===== src/rtl/core/gcca_pkg.sv =====
// ----------------------------------------------------------------------------
// gcca_pkg
// shared widths, angle constants, arctangent table and fixed-point helpers
// for the great circle central angle pipeline
// ----------------------------------------------------------------------------
package gcca_pkg;

    localparam int ANGLE_BITS    = 32;
    localparam int FRACTION_BITS = 28;

    // internal formats: 30 fraction bits
    localparam int WFB      = 30;
    localparam int STEPS    = 30;
    localparam int SQ_STEPS = 32;
    localparam int AW       = 34;
    localparam int VW       = 36;
    localparam int SQW      = 64;
    localparam int OUT_W    = FRACTION_BITS + 2;

    localparam logic [63:0] PI_Q61 = 64'h6487ED5110B4611A;

    // 2*pi at the input format, rounded to nearest
    localparam logic [63:0] FULL =
        (PI_Q61 + (64'd1 << (59 - FRACTION_BITS))) >> (60 - FRACTION_BITS);
    // pi at the output format, rounded to nearest
    localparam logic [63:0] PIF =
        (PI_Q61 + (64'd1 << (60 - FRACTION_BITS))) >> (61 - FRACTION_BITS);

    // FULL << RED_J covers the whole input range
    localparam int RED_J = $clog2(((64'd1 << ANGLE_BITS) + FULL - 64'd1) / FULL);

    localparam int RED_RSH = (FRACTION_BITS > WFB) ? (FRACTION_BITS - WFB) : 0;
    localparam int RED_LSH = (FRACTION_BITS < WFB) ? (WFB - FRACTION_BITS) : 0;
    localparam int OUT_RSH = (WFB > FRACTION_BITS) ? (WFB - FRACTION_BITS) : 0;
    localparam int OUT_LSH = (WFB < FRACTION_BITS) ? (FRACTION_BITS - WFB) : 0;

    localparam logic signed [AW-1:0] PI_W      = 34'sd3373259426;
    localparam logic signed [AW-1:0] HALF_PI_W = 34'sd1686629713;
    localparam logic signed [AW-1:0] TWO_PI_W  = 34'sd6746518852;
    localparam logic signed [AW-1:0] GAIN_W    = 34'sd652032874;

    localparam logic signed [AW-1:0] ARC_TAB [STEPS] = '{
        34'sd843314857, 34'sd497837829, 34'sd263043837, 34'sd133525159,
        34'sd67021687,  34'sd33543516,  34'sd16775851,  34'sd8388437,
        34'sd4194283,   34'sd2097149,   34'sd1048576,   34'sd524288,
        34'sd262144,    34'sd131072,    34'sd65536,     34'sd32768,
        34'sd16384,     34'sd8192,      34'sd4096,      34'sd2048,
        34'sd1024,      34'sd512,       34'sd256,       34'sd128,
        34'sd64,        34'sd32,        34'sd16,        34'sd8,
        34'sd4,         34'sd2
    };

    typedef struct packed {
        logic valid;
        logic zero;
    } ctl_t;

    // wrap into [-pi, pi) at 30 fraction bits
    function automatic logic signed [AW-1:0] reduce_angle(
        input logic signed [ANGLE_BITS:0] a
    );
        logic [63:0]        v;
        logic signed [63:0] r;
        v = 64'(a) + (FULL << RED_J);
        for (int j = RED_J; j >= 0; j--)
        begin
            if (v >= (FULL << j))
            begin
                v = v - (FULL << j);
            end
        end
        r = ((signed'(v) <<< RED_LSH) + ((64'sd1 <<< RED_RSH) >>> 1)) >>> RED_RSH;
        if (r >= 64'(PI_W))
        begin
            r = r - 64'(TWO_PI_W);
        end
        return r[AW-1:0];
    endfunction

    // product at 30 fraction bits, rounded half away from zero
    function automatic logic signed [AW-1:0] mulw(
        input logic signed [AW-1:0] a,
        input logic signed [AW-1:0] b
    );
        logic signed [2*AW-1:0] p;
        logic [2*AW-1:0]        m;
        logic signed [AW-1:0]   r;
        p = a * b;
        m = p[2*AW-1] ? unsigned'(-p) : unsigned'(p);
        m = (m + ((2*AW)'(1) << (WFB - 1))) >> WFB;
        r = m[AW-1:0];
        return p[2*AW-1] ? -r : r;
    endfunction

endpackage


===== src/rtl/core/gcca_sqrt_cell.sv =====
// ----------------------------------------------------------------------------
// gcca_sqrt_cell
// one result bit of the digit-by-digit integer square root, registered
// ----------------------------------------------------------------------------
module gcca_sqrt_cell (
    input  logic                          clk,
    input  logic                          en,
    input  logic [4:0]                    step,
    input  logic [gcca_pkg::SQW-1:0]      v_in,
    input  logic [gcca_pkg::SQW-1:0]      res_in,
    output logic [gcca_pkg::SQW-1:0]      v_out,
    output logic [gcca_pkg::SQW-1:0]      res_out
);

    logic [gcca_pkg::SQW-1:0] v_reg, res_reg;
    logic [gcca_pkg::SQW-1:0] v_next, res_next;
    logic [gcca_pkg::SQW-1:0] bitv, trial;

    always_comb
    begin
        bitv  = gcca_pkg::SQW'(1) << (7'd62 - 7'({step, 1'b0}));
        trial = res_in + bitv;
        if (v_in >= trial)
        begin
            v_next   = v_in - trial;
            res_next = (res_in >> 1) + bitv;
        end
        else
        begin
            v_next   = v_in;
            res_next = res_in >> 1;
        end
    end

    always_ff @(posedge clk)
    begin
        if (en)
        begin
            v_reg   <= v_next;
            res_reg <= res_next;
        end
    end

    assign v_out   = v_reg;
    assign res_out = res_reg;

endmodule


===== config.mk =====
export PLATFORM = sky130hd
export DESIGN_NAME = gcca_sqrt_cell
export DESIGN_NICKNAME = d
export VERILOG_FILES = /design/src/rtl/core/gcca_pkg.sv /design/src/rtl/core/gcca_sqrt_cell.sv
export SDC_FILE = /design/constraint.sdc
export NUM_CORES = 1
export LEC_CHECK = 0
export ABC_AREA = 1
export BUFFER_PORTS_ARGS = -buffer_cell sky130_fd_sc_hd__buf_2
export CELL_PAD_IN_SITES_DETAIL_PLACEMENT = 2
export CELL_PAD_IN_SITES_GLOBAL_PLACEMENT = 2
export CORE_MARGIN = 5
export CORE_UTILIZATION = 33
export CTS_CLUSTER_DIAMETER = 60
export DETAILED_ROUTE_END_ITERATION = 16
export PLACE_DENSITY = 0.95
export SYNTH_ARGS = -nofsm -noshare
export SYNTH_HDL_FRONTEND = slang
export SYNTH_SLANG_ARGS = --single-unit
export TNS_END_PERCENT = 50

===== constraint.sdc =====
create_clock -name clk -period 12.7 [get_ports clk]
set_input_delay 3.81 -clock clk [delete_from_list [all_inputs] [get_ports clk]]
set_output_delay 3.81 -clock clk [all_outputs]
set_load 0.01 [all_outputs]

==> metrics <==
Syn. warnings 0; final worst path period share 81.3%; initial antenna violation count 10; Nets 3,538; First-pass DRT Iterations 6; vias per std cell 5.72; final setup violating endpoints 0; Synth async-reset ratio 0%; Die Footprint 58,900 µm²; CP Buf/Inv Count 6; Syn-to-layout area delta 15.1%; Mapped Cells 3,024; CTS Hold Bufs 0; GRT overflow 0; Initial Util 33.3%; most frequent cells in the layout 921 x nand2_1, 450 x inv_1, 430 x nor2_1; fin util 38.3%; FF+latch area 3840 µm²; Post-CTS Setup Bufs 0; Pleak 9.24 nW; GRT Total Usage 33.1%; share of cells above drive strength 1 9.88%; CP endpoint kind flop; commonest non-fill, non-tap cell in the layout nand2_1; overall power 1.86 mW; slew margin rel. 27.4%; vias in the first global route 25,000; clock buffer depth 2; row cnt 85; final worst setup slack 2370 ps; Clock transition at path regs 80 ps; H-tree depth 4; DRT iter0 DRCs 1,401; most used cell, CP nand2_1; area leader, netlist edfxtp_1; Multi-input gate area 12,100 µm²; Syn Nets 3,286; Die W 243 µm; ANT nets after route 0; first-pass GRT wire length 150,000 µm; total vias in the final route 22,800; Max Transition Viols Final 0; biggest cell delay along the critical path 740 ps; Seq/Total Area, Yosys 21.5%; Period minus WS final 10,330 ps; GP Congestion 0.972; filler instances 6,886; WL per Instance 25.7 µm; Primary FF master, synth edfxtp_1; CP max FO 52; Crit path required time 12,940 ps; count of state elements after synthesis 128; clock sink count 128; Hold Slack 3610 ps; die height 243 µm; Max IR drop VDD 102 µV; kind of critical path in -> reg; Max Freq 96.8 MHz; Slowest cell on crit path clkinv_2; Inserted Clock Buffers 17; buffers added on ports 262; Hold Crit Class in -> reg; max-cap viol count 0; synthesized area per cell 5.91 µm²; Routed WL 103,000 µm; outcome completed; cells taking the most area after synthesis edfxtp_1 22%, nand2_1 19%, inv_1 9.5%, nor2_1 9.0%, ha_1 8.8%; RSZ-0062 raised after global routing no; clk root buf clkbuf_16; Post-synth EDFFs 128; Synth cell types 47; post-synthesis cell area 17,900 µm²; pwr/cell area 90.5 nW/µm²; Worst Max-Slew Pin Slew 1090 ps; # DRC 0; CTS tree built; worst path arrival time 10,560 ps; post-synth top area share 21.5%; largest net degree at the start of global routing 89; Core Box Area 53,700 µm²; # IOs 263; detailed placement HPWL 86,200 µm; critical path startpoint category primary input; Place WS 2130 ps; setup TNS 0 ps; post-CTS sizing 0; Final Hold Vio Count 0; crit-path leading delay family simple AND/OR/NAND/NOR gates
[tightest hold or removal path, delay by kind of cell]
family / cells / cell delay (ps)
buffers and inverters: 1 / 100
AND/OR/NAND/NOR: 2 / 110
[cells by family after synthesis]
logic type	Yosys count	share of synthesized area (%)
adders and majority gates	127	8.94
xor gates and xnor gates	100	4.90
and+or+nand+nor	1662	38.2
AOI/OAI and AO/OA	515	15.8
buffers and inverters	492	10.7
DFF	128	21.5
[registers in the layout, summed over array words and instances (netlist names)]
name and flops:
v_out 64, res_out 64
[routing by layer]
layer | track usage, % | part of all wire [%] | up-vias
li1 | - | - | 10400
met1 | 37.7 | 40 | 11400
met2 | 59.4 | 49 | 791
met3 | 4.54 | 4.6 | 273
met4 | 18.7 | 6.6 | 4
met5 | 0 | 0.020 | -
[power by group]
part	leakage [nW]	total, mW	switching, mW	internal, mW
Clock	0.309	0.575	0.245	0.330
Sequential	1.25	0.561	0.0220	0.539
Combinational	7.68	0.724	0.512	0.212
Total	9.24	1.86	0.779	1.08
[worst paths after layout]
check	cells after the start	slack (ps)	to	startpoint
hold / removal	3	3610	v_out[61]	v_in[61]
setup / recovery	26	2370	res_out[40]	step[4]
[Yosys cell counts, types with 2 or more instances]
master	n
a211oi_1	7
a21boi_0	11
a21o_1	16
a21oi_1	176
a31oi_1	9
and3_1	2
buf_1	2
buf_2	19
buf_4	4
buf_6	3
clkbuf_1	5
edfxtp_1	128
ha_1	126
inv_1	450
inv_2	8
nand2_1	921
nand3_1	156
nand3b_1	43
nand4_1	31
nor2_1	430
nor2_2	2
nor3_1	51
nor4_1	14
o21a_1	7
o21ai_0	233
o21ai_1	16
o21bai_1	23
o22ai_1	5
o311ai_0	3
or2_2	8
xnor2_1	67
xor2_1	33
[per-stage QoR]
step                instances  cell area [µm²]
global placement         3953            19900
global route             3990            20500
floorplan                3024            17900
detailed placement       3953            19900
CTS                      3985            20500
finish                   3993            20600
[layout make-up]
class / instances / area share, %
sequential: 128 / 18.7
inverter: 459 / 8.40
timing repair buffer: 266 / 6.56
antenna: 8 / 0.0974
clock inverter: 15 / 0.992
clock buffer: 17 / 2.07
tap: 696 / 4.24
multi-input combinational: 2404 / 58.9
Note: power is estimated with default switching activity, not from simulation.
