===== config.mk =====
export PLATFORM = sky130hd
export DESIGN_NAME = gcca_rot_cell
export DESIGN_NICKNAME = d
export VERILOG_FILES = /design/src/rtl/core/gcca_pkg.sv /design/src/rtl/core/gcca_rot_cell.sv
export SDC_FILE = /design/constraint.sdc
export NUM_CORES = 1
export LEC_CHECK = 0
export BUFFER_PORTS_ARGS = -buffer_cell sky130_fd_sc_hd__buf_2
export CORE_UTILIZATION = 40
export DETAILED_ROUTE_END_ITERATION = 10
export GPL_ROUTABILITY_DRIVEN = 1
export GPL_TIMING_DRIVEN = 0
export SKIP_LAST_GASP = 1
export SYNTH_ARGS = -nofsm -noshare
export SYNTH_HDL_FRONTEND = slang
export SYNTH_SLANG_ARGS = --single-unit

===== constraint.sdc =====
create_clock -name clk -period 5.4 [get_ports clk]
set_clock_uncertainty 0.1 [all_clocks]
set_input_delay 0.27 -clock clk [delete_from_list [all_inputs] [get_ports clk]]
set_output_delay 0.27 -clock clk [all_outputs]
set_load 0.01 [all_outputs]

===== src/rtl/core/gcca_pkg.sv =====
// ----------------------------------------------------------------------------
// gcca_pkg
// shared widths, angle constants, arctangent table and fixed-point helpers
// for the great circle central angle pipeline
// ----------------------------------------------------------------------------
package gcca_pkg;

    localparam int ANGLE_BITS    = 32;
    localparam int FRACTION_BITS = 28;

    // internal formats: 30 fraction bits
    localparam int WFB      = 30;
    localparam int STEPS    = 30;
    localparam int SQ_STEPS = 32;
    localparam int AW       = 34;
    localparam int VW       = 36;
    localparam int SQW      = 64;
    localparam int OUT_W    = FRACTION_BITS + 2;

    localparam logic [63:0] PI_Q61 = 64'h6487ED5110B4611A;

    // 2*pi at the input format, rounded to nearest
    localparam logic [63:0] FULL =
        (PI_Q61 + (64'd1 << (59 - FRACTION_BITS))) >> (60 - FRACTION_BITS);
    // pi at the output format, rounded to nearest
    localparam logic [63:0] PIF =
        (PI_Q61 + (64'd1 << (60 - FRACTION_BITS))) >> (61 - FRACTION_BITS);

    // FULL << RED_J covers the whole input range
    localparam int RED_J = $clog2(((64'd1 << ANGLE_BITS) + FULL - 64'd1) / FULL);

    localparam int RED_RSH = (FRACTION_BITS > WFB) ? (FRACTION_BITS - WFB) : 0;
    localparam int RED_LSH = (FRACTION_BITS < WFB) ? (WFB - FRACTION_BITS) : 0;
    localparam int OUT_RSH = (WFB > FRACTION_BITS) ? (WFB - FRACTION_BITS) : 0;
    localparam int OUT_LSH = (WFB < FRACTION_BITS) ? (FRACTION_BITS - WFB) : 0;

    localparam logic signed [AW-1:0] PI_W      = 34'sd3373259426;
    localparam logic signed [AW-1:0] HALF_PI_W = 34'sd1686629713;
    localparam logic signed [AW-1:0] TWO_PI_W  = 34'sd6746518852;
    localparam logic signed [AW-1:0] GAIN_W    = 34'sd652032874;

    localparam logic signed [AW-1:0] ARC_TAB [STEPS] = '{
        34'sd843314857, 34'sd497837829, 34'sd263043837, 34'sd133525159,
        34'sd67021687,  34'sd33543516,  34'sd16775851,  34'sd8388437,
        34'sd4194283,   34'sd2097149,   34'sd1048576,   34'sd524288,
        34'sd262144,    34'sd131072,    34'sd65536,     34'sd32768,
        34'sd16384,     34'sd8192,      34'sd4096,      34'sd2048,
        34'sd1024,      34'sd512,       34'sd256,       34'sd128,
        34'sd64,        34'sd32,        34'sd16,        34'sd8,
        34'sd4,         34'sd2
    };

    typedef struct packed {
        logic valid;
        logic zero;
    } ctl_t;

    // wrap into [-pi, pi) at 30 fraction bits
    function automatic logic signed [AW-1:0] reduce_angle(
        input logic signed [ANGLE_BITS:0] a
    );
        logic [63:0]        v;
        logic signed [63:0] r;
        v = 64'(a) + (FULL << RED_J);
        for (int j = RED_J; j >= 0; j--)
        begin
            if (v >= (FULL << j))
            begin
                v = v - (FULL << j);
            end
        end
        r = ((signed'(v) <<< RED_LSH) + ((64'sd1 <<< RED_RSH) >>> 1)) >>> RED_RSH;
        if (r >= 64'(PI_W))
        begin
            r = r - 64'(TWO_PI_W);
        end
        return r[AW-1:0];
    endfunction

    // product at 30 fraction bits, rounded half away from zero
    function automatic logic signed [AW-1:0] mulw(
        input logic signed [AW-1:0] a,
        input logic signed [AW-1:0] b
    );
        logic signed [2*AW-1:0] p;
        logic [2*AW-1:0]        m;
        logic signed [AW-1:0]   r;
        p = a * b;
        m = p[2*AW-1] ? unsigned'(-p) : unsigned'(p);
        m = (m + ((2*AW)'(1) << (WFB - 1))) >> WFB;
        r = m[AW-1:0];
        return p[2*AW-1] ? -r : r;
    endfunction

endpackage


===== src/rtl/core/gcca_rot_cell.sv =====
// ----------------------------------------------------------------------------
// gcca_rot_cell
// one rotation step of the sine/cosine chain, registered
// ----------------------------------------------------------------------------
module gcca_rot_cell (
    input  logic                              clk,
    input  logic                              en,
    input  logic [4:0]                        step,
    input  logic signed [gcca_pkg::AW-1:0]    arc,
    input  logic signed [gcca_pkg::AW-1:0]    x_in,
    input  logic signed [gcca_pkg::AW-1:0]    y_in,
    input  logic signed [gcca_pkg::AW-1:0]    z_in,
    output logic signed [gcca_pkg::AW-1:0]    x_out,
    output logic signed [gcca_pkg::AW-1:0]    y_out,
    output logic signed [gcca_pkg::AW-1:0]    z_out
);

    logic signed [gcca_pkg::AW-1:0] x_reg, y_reg, z_reg;
    logic signed [gcca_pkg::AW-1:0] x_next, y_next, z_next;

    always_comb
    begin
        if (z_in >= 0)
        begin
            x_next = x_in - (y_in >>> step);
            y_next = y_in + (x_in >>> step);
            z_next = z_in - arc;
        end
        else
        begin
            x_next = x_in + (y_in >>> step);
            y_next = y_in - (x_in >>> step);
            z_next = z_in + arc;
        end
    end

    always_ff @(posedge clk)
    begin
        if (en)
        begin
            x_reg <= x_next;
            y_reg <= y_next;
            z_reg <= z_next;
        end
    end

    assign x_out = x_reg;
    assign y_out = y_reg;
    assign z_out = z_reg;

endmodule


==> results summary <==
Subtracting the final worst setup slack from the clock period gives 5630 ps. The signal on the critical path passes through buf_2 > clkbuf_1 > mux2i_1 > mux4_2 > mux2i_2 > o21ai_2 > nand3_4 > nor4_4 > buf_4 > nand2b_1 > xnor2_1 > ha_1 > and3_1 > and3_1 > a221o_1 > and3_4 > o41ai_4 > a21boi_2 > or4b_4 > a31oi_4 > xnor2_1. The aggregate routed wire length is 76.1 mm.

After clock tree synthesis, the flow added hold-fix buffers numbering 0. The total global routing track utilization is 37.4%. The setup slack after placement is -1820 ps.

The total negative slack for setup checks is -281 ps. The count of H-tree levels built during CTS is 3. The number of library cell types mapped by synthesis came out at 105. The final reports fail on DRC, setup timing. The initial antenna violation count is 1. Counting instances in the post-synthesis netlist gives the leading cell types as nor2_1, nand2_1, a21oi_1, edfxtp_1, ha_1. The leakage dissipation came out at 8.16 nW.

Detailed routing inserted a total of 16.7k vias. The number of buffer and inverter stages on the critical path came out at 3. The placeable core region came out at 0.0386 mm². After global routing the overflow that remains totals 0. After floorplanning, the core was divided into 72 placement rows. In this run the deepest clock path goes through 2 buffers. The endpoint required time on the critical path came out at 5450 ps. The launch instance of the worst min-delay path is y_in[0].

IR analysis of the VDD net gives a maximum drop of 0.000189 V. 0 antenna diodes ended up in the layout. The largest total area in the synthesized netlist belongs to edfxtp_1. TritonCTS built the clock tree.

The data arrival time of the critical path came out at 5690 ps. The remaining number of nets flagged by the antenna check after routing is 0. The clock sink total came out at 102. The kind of start point of the critical path is an input pin.

The final RePlAce weighted congestion came out at 1.03. The gate count after technology mapping is 1,686. Setup repair after global routing could not meet its margin everywhere. The largest single stage delay on the critical path is 510 ps. The post-detailed-route via-to-cell ratio is 6.52. The effective utilization at floorplan is 40.6%.

The area of the die came out at 0.0400 mm². Of all flip-flops after synthesis, the portion carrying an async set or reset was 0%. The path type of the worst setup path is in -> reg. Wire segments on met2 add up to 32.3 mm in the final route. The layout-stage area growth over the synthesis result is 26.9%.

The highest fanout seen on the critical path is 10. The via count of the first global-routing pass came out at 15.6k. The min-delay analysis places its worst path in the category in -> reg. The met3 wirelength from detailed routing is 8.06 mm. In the routed design, unresolved DRC markers number 1. The worst hold path cell count is 2. Yosys mapped a number of flops with a built-in enable equal to 102. The I/O pin total is 245. In this run the power density over the cells is 248 mW/mm². The placed wire-length estimate after detailed placement came out at 58.4 mm. The standard cell with the maximum stage delay on the critical path is or4b_4. The ratio of final minimum period to clock period is 104%. The first-pass GRT wire length is 106 mm.

Before antenna repair, the detailed router went through 9 iterations. The floorplan step set the die width to 200 µm. The final number of max-transition violations is 0. The library cell used as clock root buffer is clkbuf_16. The hold violation total from the final report came out at 0. The tool flagged a number of max-cap violations equal to 0.

The run finished, with violations left. On the critical path the largest part of the delay comes from simple AND/OR/NAND/NOR gates. After detailed routing, no signal wire sits above met4. For this run, the number of Yosys warnings is 0. The area of the mapped netlist came out at 0.0157 mm². The worst setup path is captured at a flip-flop. The worst slew slack as a fraction of its limit came out at 23.7%.

The most used flip-flop cell after synthesis is edfxtp_1. The maximum operating frequency is 178 MHz. The most repeated cell in the gate-level netlist after synthesis is nor2_1. The synthesized net count came out at 1,934. Fill cells in the final layout number 3,572. The DRC marker count from the first detailed-route iteration came out at 1,945. Once routing completed, OpenROAD measured the worst setup slack at -233 ps.

The chip height came out at 200 µm. The clock input transition at the sequential cells of the worst setup and hold paths came out at 70 ps. Ranked by total cell area, the synthesized netlist is headed by edfxtp_1, mux4_2, ha_1. At the pin with the least slew margin, the transition time is 1150 ps. The flop and latch count out of synthesis came out at 102. Setup violations remaining at the end of the flow were counted as 3. The sink of the worst hold path is y_out[0]. TritonCTS created 9 clock buffers. After detailed routing, the wire length on met1 is 31.5 mm. The count of input and output buffers came out at 240. The number of nets in the final layout came out at 2,284. The design draws 0.00493 W. The maximum number of pins on one net before global-route repair came out at 71. After synthesis, the largest area contributor takes up 19.5% of total cell area. The average footprint of a synthesized cell came out at 9.30 µm². The post-route netlist has 34.1% of its cells at a drive strength greater than 1. Summing the sequential cell areas from Yosys gives 19.5% of the chip area.

The average wire per cell in the routed design is 29.8 µm.
==> kinds of logic after synthesis <==
group / synth area share [%]
AO/OA/AOI/OAI: 21.9
AND/OR/NAND/NOR: 16.3
multiplexers: 19.6
XOR/XNOR: 9.83
buffers and inverters: 4.36
adder cells (fa/ha/maj): 8.52
flip-flops: 19.5
==> sequential cells by signal, summed over array words and instances (netlist names) <==
| register | cells |
|---|---|
| x_out | 34 |
| y_out | 34 |
| z_out | 34 |
==> placed cells by master, fill, tap and decap left out, types with 10 or more instances in the layout <==
master / count
edfxtp_1: 102
o21ai_0: 68
o211ai_1: 12
a22oi_1: 11
mux2i_4: 11
o31ai_1: 15
a211oi_1: 11
nor3_1: 22
xnor2_1: 95
buf_2: 245
nand2b_1: 27
and3_1: 18
o21ai_1: 24
buf_4: 101
buf_6: 16
a21o_1: 57
buf_8: 12
nor2_1: 109
a21oi_1: 95
inv_1: 39
xor2_1: 77
or3_1: 15
mux2i_1: 66
nand3_1: 36
nand2_1: 113
o21a_1: 27
clkbuf_16: 11
ha_1: 94
buf_12: 16
o22ai_1: 15
mux4_2: 84
clkbuf_1: 13
or4_1: 11
nor2b_1: 18
mux2_2: 16
and2_1: 12
clkbuf_2: 11
a211oi_2: 10
a31oi_1: 18
==> routing by layer <==
| layer | vias up | track usage (%) |
|---|---|---|
| met1 | 8131 | 49.5 |
| li1 | 7263 | - |
| met3 | 220 | 9.14 |
| met5 | - | 0 |
| met4 | 0 | 19.0 |
| met2 | 1054 | 56.4 |
==> per-stage QoR <==
stage          util [%]  instances  area [µm²]  hold slack, ps
5_1_grt            51.5       2558       19900             104
3_5_place_dp       45.8       2446       17700             521
6_report           51.5       2558       19900             104
4_1_cts            48.6       2494       18800            95.4
2_1_floorplan         -       1686       15800             282
3_3_place_gp       45.7       2444       17700             503
==> where the power goes <==
group	switching, W	internal [W]	leakage, nW
combinational	0.00176	0.00129	7.04
sequential	0.0000554	0.00118	0.999
clock	0.000338	0.000308	0.125
total	0.00216	0.00277	8.16
==> final cells by class <==
type                    count  area (µm²)  share of cell area, %
well taps                 518         648                   3.26
flip-flops and latches    102        3060                   15.4
clock buffers               9         225                   1.13
clock inverters             6        36.3                  0.182
repair buffers            343        2080                   10.5
inverters                  44         179                  0.899
plain buffers              81         867                   4.36
multi-input cells        1455       12800                   64.3
==> repair_timing <==
| item | 4_1_cts | 5_1_grt |
|---|---|---|
| gates resized for setup | 143 | 127 |
| setup endpoints to repair | 40 | 26 |
| pin swaps | 24 | 52 |
| setup buffers | 34 | 65 |
| hold endpoints to repair | 0 | 0 |
| cloned | 0 | 2 |
==> worst max-delay path by stage <==
stage	to	start	cells after the start
after floorplan	x_out[33]	step[1]	23
after global placement	x_out[33]	step[4]	23
after detailed placement	x_out[33]	step[4]	23
after CTS	x_out[33]	step[1]	23
after global routing	x_out[33]	step[1]	26
final	x_out[33]	y_in[33]	21
(Power assumes the default switching activity.)
