### src/rtl/core/gcca_pkg.sv
// ----------------------------------------------------------------------------
// gcca_pkg
// shared widths, angle constants, arctangent table and fixed-point helpers
// for the great circle central angle pipeline
// ----------------------------------------------------------------------------
package gcca_pkg;

    localparam int ANGLE_BITS    = 32;
    localparam int FRACTION_BITS = 28;

    // internal formats: 30 fraction bits
    localparam int WFB      = 30;
    localparam int STEPS    = 30;
    localparam int SQ_STEPS = 32;
    localparam int AW       = 34;
    localparam int VW       = 36;
    localparam int SQW      = 64;
    localparam int OUT_W    = FRACTION_BITS + 2;

    localparam logic [63:0] PI_Q61 = 64'h6487ED5110B4611A;

    // 2*pi at the input format, rounded to nearest
    localparam logic [63:0] FULL =
        (PI_Q61 + (64'd1 << (59 - FRACTION_BITS))) >> (60 - FRACTION_BITS);
    // pi at the output format, rounded to nearest
    localparam logic [63:0] PIF =
        (PI_Q61 + (64'd1 << (60 - FRACTION_BITS))) >> (61 - FRACTION_BITS);

    // FULL << RED_J covers the whole input range
    localparam int RED_J = $clog2(((64'd1 << ANGLE_BITS) + FULL - 64'd1) / FULL);

    localparam int RED_RSH = (FRACTION_BITS > WFB) ? (FRACTION_BITS - WFB) : 0;
    localparam int RED_LSH = (FRACTION_BITS < WFB) ? (WFB - FRACTION_BITS) : 0;
    localparam int OUT_RSH = (WFB > FRACTION_BITS) ? (WFB - FRACTION_BITS) : 0;
    localparam int OUT_LSH = (WFB < FRACTION_BITS) ? (FRACTION_BITS - WFB) : 0;

    localparam logic signed [AW-1:0] PI_W      = 34'sd3373259426;
    localparam logic signed [AW-1:0] HALF_PI_W = 34'sd1686629713;
    localparam logic signed [AW-1:0] TWO_PI_W  = 34'sd6746518852;
    localparam logic signed [AW-1:0] GAIN_W    = 34'sd652032874;

    localparam logic signed [AW-1:0] ARC_TAB [STEPS] = '{
        34'sd843314857, 34'sd497837829, 34'sd263043837, 34'sd133525159,
        34'sd67021687,  34'sd33543516,  34'sd16775851,  34'sd8388437,
        34'sd4194283,   34'sd2097149,   34'sd1048576,   34'sd524288,
        34'sd262144,    34'sd131072,    34'sd65536,     34'sd32768,
        34'sd16384,     34'sd8192,      34'sd4096,      34'sd2048,
        34'sd1024,      34'sd512,       34'sd256,       34'sd128,
        34'sd64,        34'sd32,        34'sd16,        34'sd8,
        34'sd4,         34'sd2
    };

    typedef struct packed {
        logic valid;
        logic zero;
    } ctl_t;

    // wrap into [-pi, pi) at 30 fraction bits
    function automatic logic signed [AW-1:0] reduce_angle(
        input logic signed [ANGLE_BITS:0] a
    );
        logic [63:0]        v;
        logic signed [63:0] r;
        v = 64'(a) + (FULL << RED_J);
        for (int j = RED_J; j >= 0; j--)
        begin
            if (v >= (FULL << j))
            begin
                v = v - (FULL << j);
            end
        end
        r = ((signed'(v) <<< RED_LSH) + ((64'sd1 <<< RED_RSH) >>> 1)) >>> RED_RSH;
        if (r >= 64'(PI_W))
        begin
            r = r - 64'(TWO_PI_W);
        end
        return r[AW-1:0];
    endfunction

    // product at 30 fraction bits, rounded half away from zero
    function automatic logic signed [AW-1:0] mulw(
        input logic signed [AW-1:0] a,
        input logic signed [AW-1:0] b
    );
        logic signed [2*AW-1:0] p;
        logic [2*AW-1:0]        m;
        logic signed [AW-1:0]   r;
        p = a * b;
        m = p[2*AW-1] ? unsigned'(-p) : unsigned'(p);
        m = (m + ((2*AW)'(1) << (WFB - 1))) >> WFB;
        r = m[AW-1:0];
        return p[2*AW-1] ? -r : r;
    endfunction

endpackage

### src/rtl/core/gcca_vec_cell.sv
// ----------------------------------------------------------------------------
// gcca_vec_cell
// one vectoring step of the arctangent chain, registered
// ----------------------------------------------------------------------------
module gcca_vec_cell (
    input  logic                              clk,
    input  logic                              en,
    input  logic [4:0]                        step,
    input  logic signed [gcca_pkg::AW-1:0]    arc,
    input  logic signed [gcca_pkg::VW-1:0]    x_in,
    input  logic signed [gcca_pkg::VW-1:0]    y_in,
    input  logic signed [gcca_pkg::AW-1:0]    z_in,
    output logic signed [gcca_pkg::VW-1:0]    x_out,
    output logic signed [gcca_pkg::VW-1:0]    y_out,
    output logic signed [gcca_pkg::AW-1:0]    z_out
);

    logic signed [gcca_pkg::VW-1:0] x_reg, y_reg, x_next, y_next;
    logic signed [gcca_pkg::AW-1:0] z_reg, z_next;

    always_comb
    begin
        if (y_in > 0)
        begin
            x_next = x_in + (y_in >>> step);
            y_next = y_in - (x_in >>> step);
            z_next = z_in + arc;
        end
        else
        begin
            x_next = x_in - (y_in >>> step);
            y_next = y_in + (x_in >>> step);
            z_next = z_in - arc;
        end
    end

    always_ff @(posedge clk)
    begin
        if (en)
        begin
            x_reg <= x_next;
            y_reg <= y_next;
            z_reg <= z_next;
        end
    end

    assign x_out = x_reg;
    assign y_out = y_reg;
    assign z_out = z_reg;

endmodule

### config.mk
export PLATFORM = sky130hd
export DESIGN_NAME = gcca_vec_cell
export DESIGN_NICKNAME = d
export VERILOG_FILES = /design/src/rtl/core/gcca_pkg.sv /design/src/rtl/core/gcca_vec_cell.sv
export SDC_FILE = /design/constraint.sdc
export NUM_CORES = 1
export LEC_CHECK = 0
export BUFFER_PORTS_ARGS = -buffer_cell sky130_fd_sc_hd__buf_2
export CAP_MARGIN = 20
export CORE_MARGIN = 2
export CORE_UTILIZATION = 30
export DETAILED_ROUTE_END_ITERATION = 10
export PLACE_DENSITY = 0.46
export SLEW_MARGIN = 20
export SYNTH_ARGS = -nofsm -noshare
export SYNTH_HDL_FRONTEND = slang
export SYNTH_SLANG_ARGS = --single-unit
export TNS_END_PERCENT = 1
### constraint.sdc
create_clock -name clk -period 6.9 [get_ports clk]
set_input_delay 1.035 -clock clk [delete_from_list [all_inputs] [get_ports clk]]
set_output_delay 1.035 -clock clk [all_outputs]
set_load 0.02 [all_outputs]
==> results of run 1 <==
==> stage by stage <==
stage               hold WS [ns]  worst slack, ns  instance area, um^2
floorplan                   1.15            0.541                15600
global placement            1.42           0.0469                19000
detailed placement          1.42           0.0223                19000
CTS                        0.997            0.442                19300
global route                1.02           0.0768                19300
finish                      1.02            0.426                19300
==> flip-flops by register name, summed over array words and instances, names as in the netlist <==
name   flops
z_out     34
y_out     36
x_out     36
==> synth_stat cells (all sizes together), types with 19 or more instances <==
master / count
nand2: 155
a21oi: 143
nor2: 143
ha: 107
xnor2: 107
edfxtp: 106
mux4: 96
o21ai: 90
xor2: 72
mux2i: 63
buf: 51
inv: 47
a21o: 43
nor3: 36
clkbuf: 31
mux2: 31
nand3: 28
nand2b: 24
a211oi: 19
and2: 19
==> per-layer routing <==
| layer | track usage | part of all wire | vias up |
|---|---|---|---|
| li1 | - | - | 7333 |
| met1 | 0.317 | 0.45 | 7612 |
| met2 | 0.361 | 0.44 | 684 |
| met3 | 0.0591 | 0.086 | 91 |
| met4 | 0.0723 | 0.027 | 2 |
| met5 | 0 | 0.00016 | - |
==> worst max-delay path by stage <==
stage | from | endpoint | slack (ns) | cells past startpoint
6_report | step[1] | x_out[33]$_DFFE_PP_ | 0.43 | 24
5_1_grt | step[0] | y_out[35]$_DFFE_PP_ | 0.08 | 25
4_1_cts | step[1] | x_out[33]$_DFFE_PP_ | 0.44 | 24
3_5_place_dp | step[1] | y_out[33]$_DFFE_PP_ | 0.02 | 26
3_3_place_gp | step[1] | x_out[33]$_DFFE_PP_ | 0.05 | 24
2_1_floorplan | step[3] | x_out[33]$_DFFE_PP_ | 0.54 | 23
==> area by class of cell <==
type                            count  area, um^2  share of cell area
Sequential cell                   106        3180               0.165
Clock buffer                        9         225              0.0117
Tap cell                          680         851              0.0441
Inverter                           47         179             0.00928
Multi-Input combinational cell   1470       11800               0.613
Clock inverter                      5        56.3             0.00292
Timing Repair Buffer              460        2970               0.154
==> report_power, final <==
| part | leakage (nW) | total (W) | switching [W] | internal [W] |
|---|---|---|---|---|
| registers | 1.04 | 0.000997 | 0.0000460 | 0.000951 |
| clock network | 0.138 | 0.000542 | 0.000265 | 0.000277 |
| logic | 6.90 | 0.00233 | 0.00135 | 0.000980 |
==> cells by family after synthesis <==
group                      Yosys count  share of synthesized area
DFF                                106                      0.204
adders and majority gates          110                     0.0896
buffers and inverters              129                     0.0403
muxes                              190                      0.202
and+or+nand+nor                    501                      0.155
xor gates and xnor gates           179                      0.100
AOI/OAI and AO/OA                  490                      0.208
==> repair_timing <==
| action | CTS | global route |
|---|---|---|
| endpoints found under the hold margin | 0 | 0 |
| gates resized for setup | 0 | 3 |
| endpoints found under the setup margin | 0 | 5 |
==> metrics.txt, run 1 <==
layout cell share with drive strength beyond 1 0.307; setup repair bufs after CTS 0; worst hold endpoint z_out[1]$_DFFE_PP_; Max Fanout on Critical Path 20; num ports approximately 250; top-area cell type share of the netlist area 0.204; # fillers 5314; die width 232 um; min Tclk post-route approximately 6.5 ns; Port Buf Inserts 252; grt ovf 0; Syn Nets between 1500 and 2000; Leak Pwr roughly 8.1 nW; Hold WC Path Type in -> reg; Mapped Cells around 1700; Hold Path Origin z_in[1]; utilization after layout 0.375; die extent in y 232 um; Synth Cell Area ~16000 um^2; initial antenna violation count 2; WL per Instance ~23 um; CP dominant cell by count a21oi_1; commonest non-fill, non-tap cells in the layout 249 x buf_2, 199 x buf_4, 155 x nand2_1; clock sink total 106; first-pass GRT wire length 94.2 mm; # hold bufs at CTS 0; Crit-path slowest cell mux4_2; total CTS buffers 9; total track usage 0.233; Hold Path Stages 2; Worst-path clk slew 0.08 ns; f_max around 150 MHz; Max clock buf depth 2; total power 0.00387 W; non-filler cells, final about 2800; worst slew pin tran 0.961 ns; # placed instances between 2000 and 3000; initial core utilization 0.304; drt first pass iters 5; Tcrit/Tclk final 0.938; Synth Flop Type edfxtp_1; max cap viols 0; Post-synth EDFFs 106; nets 2351; via-per-instance ratio 5.66; synthesized area per cell 9.16 um^2; run status complete, no violations; worst path bufs/invs 4; post-synth top area cell edfxtp_1; Seq/Total Area, Yosys 0.204; CP top delay family compound AO/OA/AOI/OAI gates; Vias 15722; Async S/R FF share, synth 0; Routed Antenna Nets 0; routed wire length 63.9 mm; critical path class in -> reg; RSZ-0062 raised after global routing false; H-tree depth 3; Worst setup EP type flip-flop; # rows 83; iteration-0 DRC count of the detailed router 1446; Residual DRC 0; Yosys cell types 96; Max-slew headroom 0.359; P&R area growth vs syn 23.5%; Worst path max stage delay 0.54 ns; dpl hpwl a little over 50 mm; CTS Root Cell clkbuf_16; CP Launch Type primary input; die area 53900 um^2; CP arrival about 6.6 ns; sequence of cells on the critical path buf_6 -> buf_12 -> mux4_2 -> mux2_2 -> mux2i_1 -> nand4b_1 -> a22oi_2 -> nand4_1 -> nor2_1 -> a31o_2 -> a21oi_1 -> a211oi_1 -> buf_4 -> ha_1 -> inv_1 -> o21bai_1 -> a21oi_1 -> o21ai_0 -> a31oi_1 -> o22ai_1 -> a311o_1 -> a41oi_1 -> nor2b_1 -> xnor2_1; worst path required time roughly 7.1 ns; Syn. warnings 0; max-slew violation count 0; RePlAce Congestion 0.927; Final Hold Fails 0; Cell Pwr Density around 200 nW/um^2; maximum VDD drop 0.105 mV; Seq cells post-synth 106; largest net degree at the start of global routing between 60 and 70; n_diodes 0; vias in the first global route 15472; top area cells in the synthesized netlist edfxtp_1 20%, mux4_2 14%, ha_1 8.6%; commonest non-fill, non-tap cell in the layout buf_2; Setup TNS 0 ns; Finish-stage setup viols 0; floorplan core area 51400 um^2; CTS tree yes
No activity file was read; power rests on OpenSTA's default activity.
==> run 2: changes to the inputs <==
Settings changed: CORE_UTILIZATION 30 to 57, PLACE_DENSITY 0.46 to 0.78.
==> metrics.txt, run 2 (synthesis results as in run 1) <==
layout cell share with drive strength beyond 1 0.290 (-0.0170); vias in the first global route 15285 (-1.2%); maximum VDD drop 0.167 mV (+59%); min Tclk post-route 6.53 ns (+0.0510 ns); H-tree depth 3 (unchanged); utilization after layout 0.683 (+0.308); via-per-instance ratio 6.76 (+19%); CTS Root Cell clkbuf_16; worst slew pin tran 0.912 ns (-0.0491 ns); nets 2297 (-2.3%); Routed Antenna Nets 0 (unchanged); max-slew violation count 0 (unchanged); run status complete, no violations; CP Launch Type primary input; Setup WS pre-CTS -0.0674 ns (-0.0897 ns); Vias 16141 (+2.7%); Worst-path clk slew 0.08 ns (about the same); post-route worst setup slack 0.375 ns (-0.0510 ns); die width 170 um (-27%); total track usage 0.386 (+0.153); RePlAce Congestion 1.03 (+11%); Residual DRC 0 (unchanged); die area 28700 um^2 (-47%); clock sink total 106 (unchanged); Finish-stage setup viols 0 (unchanged); initial core utilization 0.579 (+0.276); dpl hpwl 44.6 mm (-12%); commonest non-fill, non-tap cells in the layout 249 x buf_2, 155 x nand2_1, 150 x buf_4; worst path required time 7.01 ns (-0.05 ns); floorplan core area 27000 um^2 (-48%); worst hold slack 1.04 ns (+0.0249 ns); drt first pass iters 8 (+3); Leak Pwr 7.79 nW (-3.5%); total CTS buffers 9 (unchanged); initial antenna violation count 3 (+1); grt ovf 0 (unchanged); # hold bufs at CTS 0 (unchanged); commonest non-fill, non-tap cell in the layout buf_2; f_max 153 MHz (-0.78%); Tcrit/Tclk final 0.946 (+0.00739); die extent in y 170 um (-27%); first-pass GRT wire length 86.2 mm (-8.5%); Max-slew headroom 0.392 (+0.0327); critical path class in -> reg; num ports 253 (unchanged); # rows 60 (-28%); Final Hold Fails 0 (unchanged); routed wire length 56.4 mm (-12%); Hold WC Path Type in -> reg; Port Buf Inserts 252 (unchanged); Max clock buf depth 2 (unchanged); CTS tree yes; Setup TNS 0 ns (unchanged); iteration-0 DRC count of the detailed router 2088 (+44%); WL per Instance 23.6 um (+2.7%); Max Fanout on Critical Path 20 (unchanged); Worst setup EP type flip-flop; largest net degree at the start of global routing 68 (unchanged); max cap viols 0 (unchanged); CP arrival 6.64 ns (about the same); Cell Pwr Density 205 nW/um^2 (+2.1%); P&R area growth vs syn 17.9%
## run 2: changes by cell type in the layout (fill, tap and decap cells not counted), sizes merged
cell    delta
buf       -55
bufinv     -1
clkbuf     +1
clkinv     +1
diode      +2
inv        +1
## run 2: worst max-delay path, stage by stage
cell and delay (ns):
buf_4 0.23, buf_4 0.23, nor2_1 0.55, nand2_1 0.11
o2111ai_1 0.23, a221oi_1 0.18, buf_4 0.18, nor3_4 0.28
nand4_4 0.16, nor3_1 0.40, nor2_1 0.10, xor2_1 0.17
ha_1 0.30, buf_4 0.16, a21o_1 0.17, a21o_1 0.18
a21o_1 0.19, a22oi_1 0.36, and2_1 0.33, o2bb2ai_1 0.14
o41a_1 0.35, nand2b_1 0.09, nand2_1 0.07, o41ai_1 0.33
xnor2_1 0.10
## run 2: final timing paths
kind                   to  cells past startpoint     from
min    z_out[1]$_DFFE_PP_                      2  z_in[1]
max   y_out[34]$_DFFE_PP_                     25  step[0]
## run 2: timing repair
item                       4_1_cts  5_1_grt
gates resized for setup          0        5
buffers inserted                 0        1
setup endpoints to repair        0        8
## run 2: final cells by class
cell class	instances	area, um^2
multi-input cells	1470	11800
fillers	2242	8550
flip-flops and latches	106	3180
repair buffers	406	2520
well taps	341	427
clock buffers	9	225
inverters	47	179
clock inverters	6	50.0
diodes	2	5.00
## run 2: where the power goes
group          internal (W)  switching, W  leakage (nW)
clock network      0.000249      0.000283         0.134
logic              0.000935       0.00131          6.62
registers          0.000950     0.0000404          1.04
## run 2: layer usage
layer  track usage  vias to the layer above  share of wire
li1              -                     7233              -
met1         0.522                     7629           0.40
met2         0.621                     1114           0.45
met3        0.0765                      163           0.11
met4         0.135                        2          0.036
met5             0                        -        0.00023
## run 2: stage by stage
step           instances  total power, W  cell area, um^2
2_1_floorplan       1705         0.00246            15600
3_3_place_gp        2368         0.00315            18100
3_5_place_dp        2368         0.00319            18100
4_1_cts             2383         0.00373            18300
5_1_grt             2387         0.00397            18400
6_report            2387         0.00377            18400
==> run 3: changes to the inputs <==
Settings changed: CORE_MARGIN 2 to default.
==> metrics.txt, run 3 (synthesis results as in run 1) <==
run status complete, no violations; Worst setup EP type flip-flop; worst slew pin tran 0.846 ns (-0.0661 ns); worst hold slack 1.04 ns (-0.00431 ns); initial core utilization 0.581 (+0.00162); Worst-path clk slew 0.08 ns (about the same); Tcrit/Tclk final 0.940 (-0.00580); commonest non-fill, non-tap cell in the layout buf_2; Cell Pwr Density 205 nW/um^2 (about the same); first-pass GRT wire length 87.1 mm (+1.1%); dpl hpwl 44.7 mm (+0.23%); Max-slew headroom 0.436 (+0.0441); total CTS buffers 9 (unchanged); Worst path max stage delay 0.58 ns (+0.03 ns); Hold WC Path Type in -> reg; post-route worst setup slack 0.415 ns (+0.0400 ns); CP Launch Type primary input; # placed instances 2361 (-0.30%); Leak Pwr 7.76 nW (-0.36%); Max Fanout on Critical Path 42 (+110%); floorplan core area 26900 um^2 (-0.28%); num ports 253 (unchanged); die area 28100 um^2 (-2.3%); P&R area growth vs syn 17.7%; CTS Root Cell clkbuf_16; nets 2289 (-0.35%); CTS tree yes; # hold bufs at CTS 0 (unchanged); Finish-stage setup viols 0 (unchanged); maximum VDD drop 0.183 mV (+9.9%); WL per Instance 23.9 um (+1.0%); Max clock buf depth 2 (unchanged); via-per-instance ratio 6.78 (+0.29%); min Tclk post-route 6.49 ns (-0.0400 ns); die width 168 um (-1.2%); iteration-0 DRC count of the detailed router 2187 (+4.7%); non-filler cells, final 2378 (-0.38%); die extent in y 168 um (-1.2%); Crit-path slowest cell mux4_2; drt first pass iters 5 (-3); Routed Antenna Nets 0 (unchanged); total track usage 0.401 (+0.0152); Residual DRC 0 (unchanged); worst path required time 7.03 ns (+0.02 ns); grt ovf 0 (unchanged); Final Hold Fails 0 (unchanged); clock sink total 106 (unchanged); f_max 154 MHz (+0.62%); vias in the first global route 15365 (+0.52%); total power 0.00377 W (-0.12%); CP arrival 6.61 ns (-0.03 ns); layout cell share with drive strength beyond 1 0.287 (-0.00328); max cap viols 0 (unchanged); Setup TNS 0 ns (unchanged); critical path class in -> reg; RePlAce Congestion 1.01 (-2.6%); H-tree depth 3 (unchanged); commonest non-fill, non-tap cells in the layout 249 x buf_2, 155 x nand2_1, 143 x a21oi_1; Setup WS pre-CTS -0.178 ns (-0.110 ns); # rows 60 (unchanged); routed wire length 56.7 mm (+0.65%); # fillers 2205 (-1.7%); max-slew violation count 0 (unchanged); RSZ-0062 raised after global routing false; Port Buf Inserts 252 (unchanged); Vias 16126 (-0.093%); initial antenna violation count 1 (-2); sequence of cells on the critical path buf_8 -> buf_16 -> mux4_2 -> mux2i_1 -> a222oi_1 -> a2111o_1 -> nor3_1 -> nand4_2 -> nor4b_4 -> buf_4 -> o311ai_0 -> o21ai_0 -> buf_4 -> ha_1 -> a21oi_1 -> o21bai_1 -> a21oi_1 -> o21ai_0 -> a31oi_1 -> o22ai_1 -> a311o_1 -> a41oi_1 -> nor2b_1 -> xnor2_1; largest net degree at the start of global routing 66 (-2.9%)
## run 3: cell count changes in the layout (fill, tap and decap cells not counted), sizes merged
cell and change:
buf -7, clkbuf -1, diode -1
## run 3: stage by stage
step | util | area [um^2]
final | 0.683 | 18400
after global routing | 0.683 | 18400
after CTS | 0.682 | 18300
after detailed placement | 0.672 | 18100
after global placement | 0.672 | 18100
after floorplan | - | 15600
## run 3: repair_timing
| item | 4_1_cts | 5_1_grt |
|---|---|---|
| resized for setup | 0 | 7 |
| hold endpoints to repair | 0 | 0 |
| setup buffers | 0 | 1 |
| endpoints found under the setup margin | 0 | 9 |
## run 3: critical path, delay by kind of cell
family	cells	cell delay [ns]
fa+ha+maj	1	0.25
simple gates	4	1.06
mux	2	0.89
xor+xnor	1	0.07
buf+inv	4	0.84
compound gates	12	2.41
## run 3: cell type report
type | count | area [um^2] | share of cell area
antenna | 1 | 2.50 | 0.000136
clock buffer | 9 | 225 | 0.0123
clock inverter | 6 | 50.0 | 0.00272
inverter | 47 | 179 | 0.00974
multi-input combinational | 1470 | 11800 | 0.643
sequential | 106 | 3180 | 0.173
tap | 341 | 427 | 0.0232
timing repair buffer | 398 | 2490 | 0.135
## run 3: path summary, 6_finish.rpt
kind	from	to	depth (start not counted)
max	step[1]	x_out[33]$_DFFE_PP_	24
min	y_in[0]	y_out[0]$_DFFE_PP_	2
## run 3: power by group
| group | total [W] | switching [W] | internal, W | leakage [nW] |
|---|---|---|---|---|
| Combinational | 0.00225 | 0.00132 | 0.000931 | 6.59 |
| Sequential | 0.000989 | 0.0000393 | 0.000950 | 1.04 |
| Clock | 0.000524 | 0.000275 | 0.000249 | 0.134 |
## run 3: routing by layer
metal | up-vias | GRT usage | wire (um)
li1 | 7225 | - | -
met3 | 158 | 0.0905 | 6560
met2 | 1102 | 0.638 | 25500
met5 | - | 0 | 0
met1 | 7641 | 0.534 | 22500
met4 | 0 | 0.152 | 2100
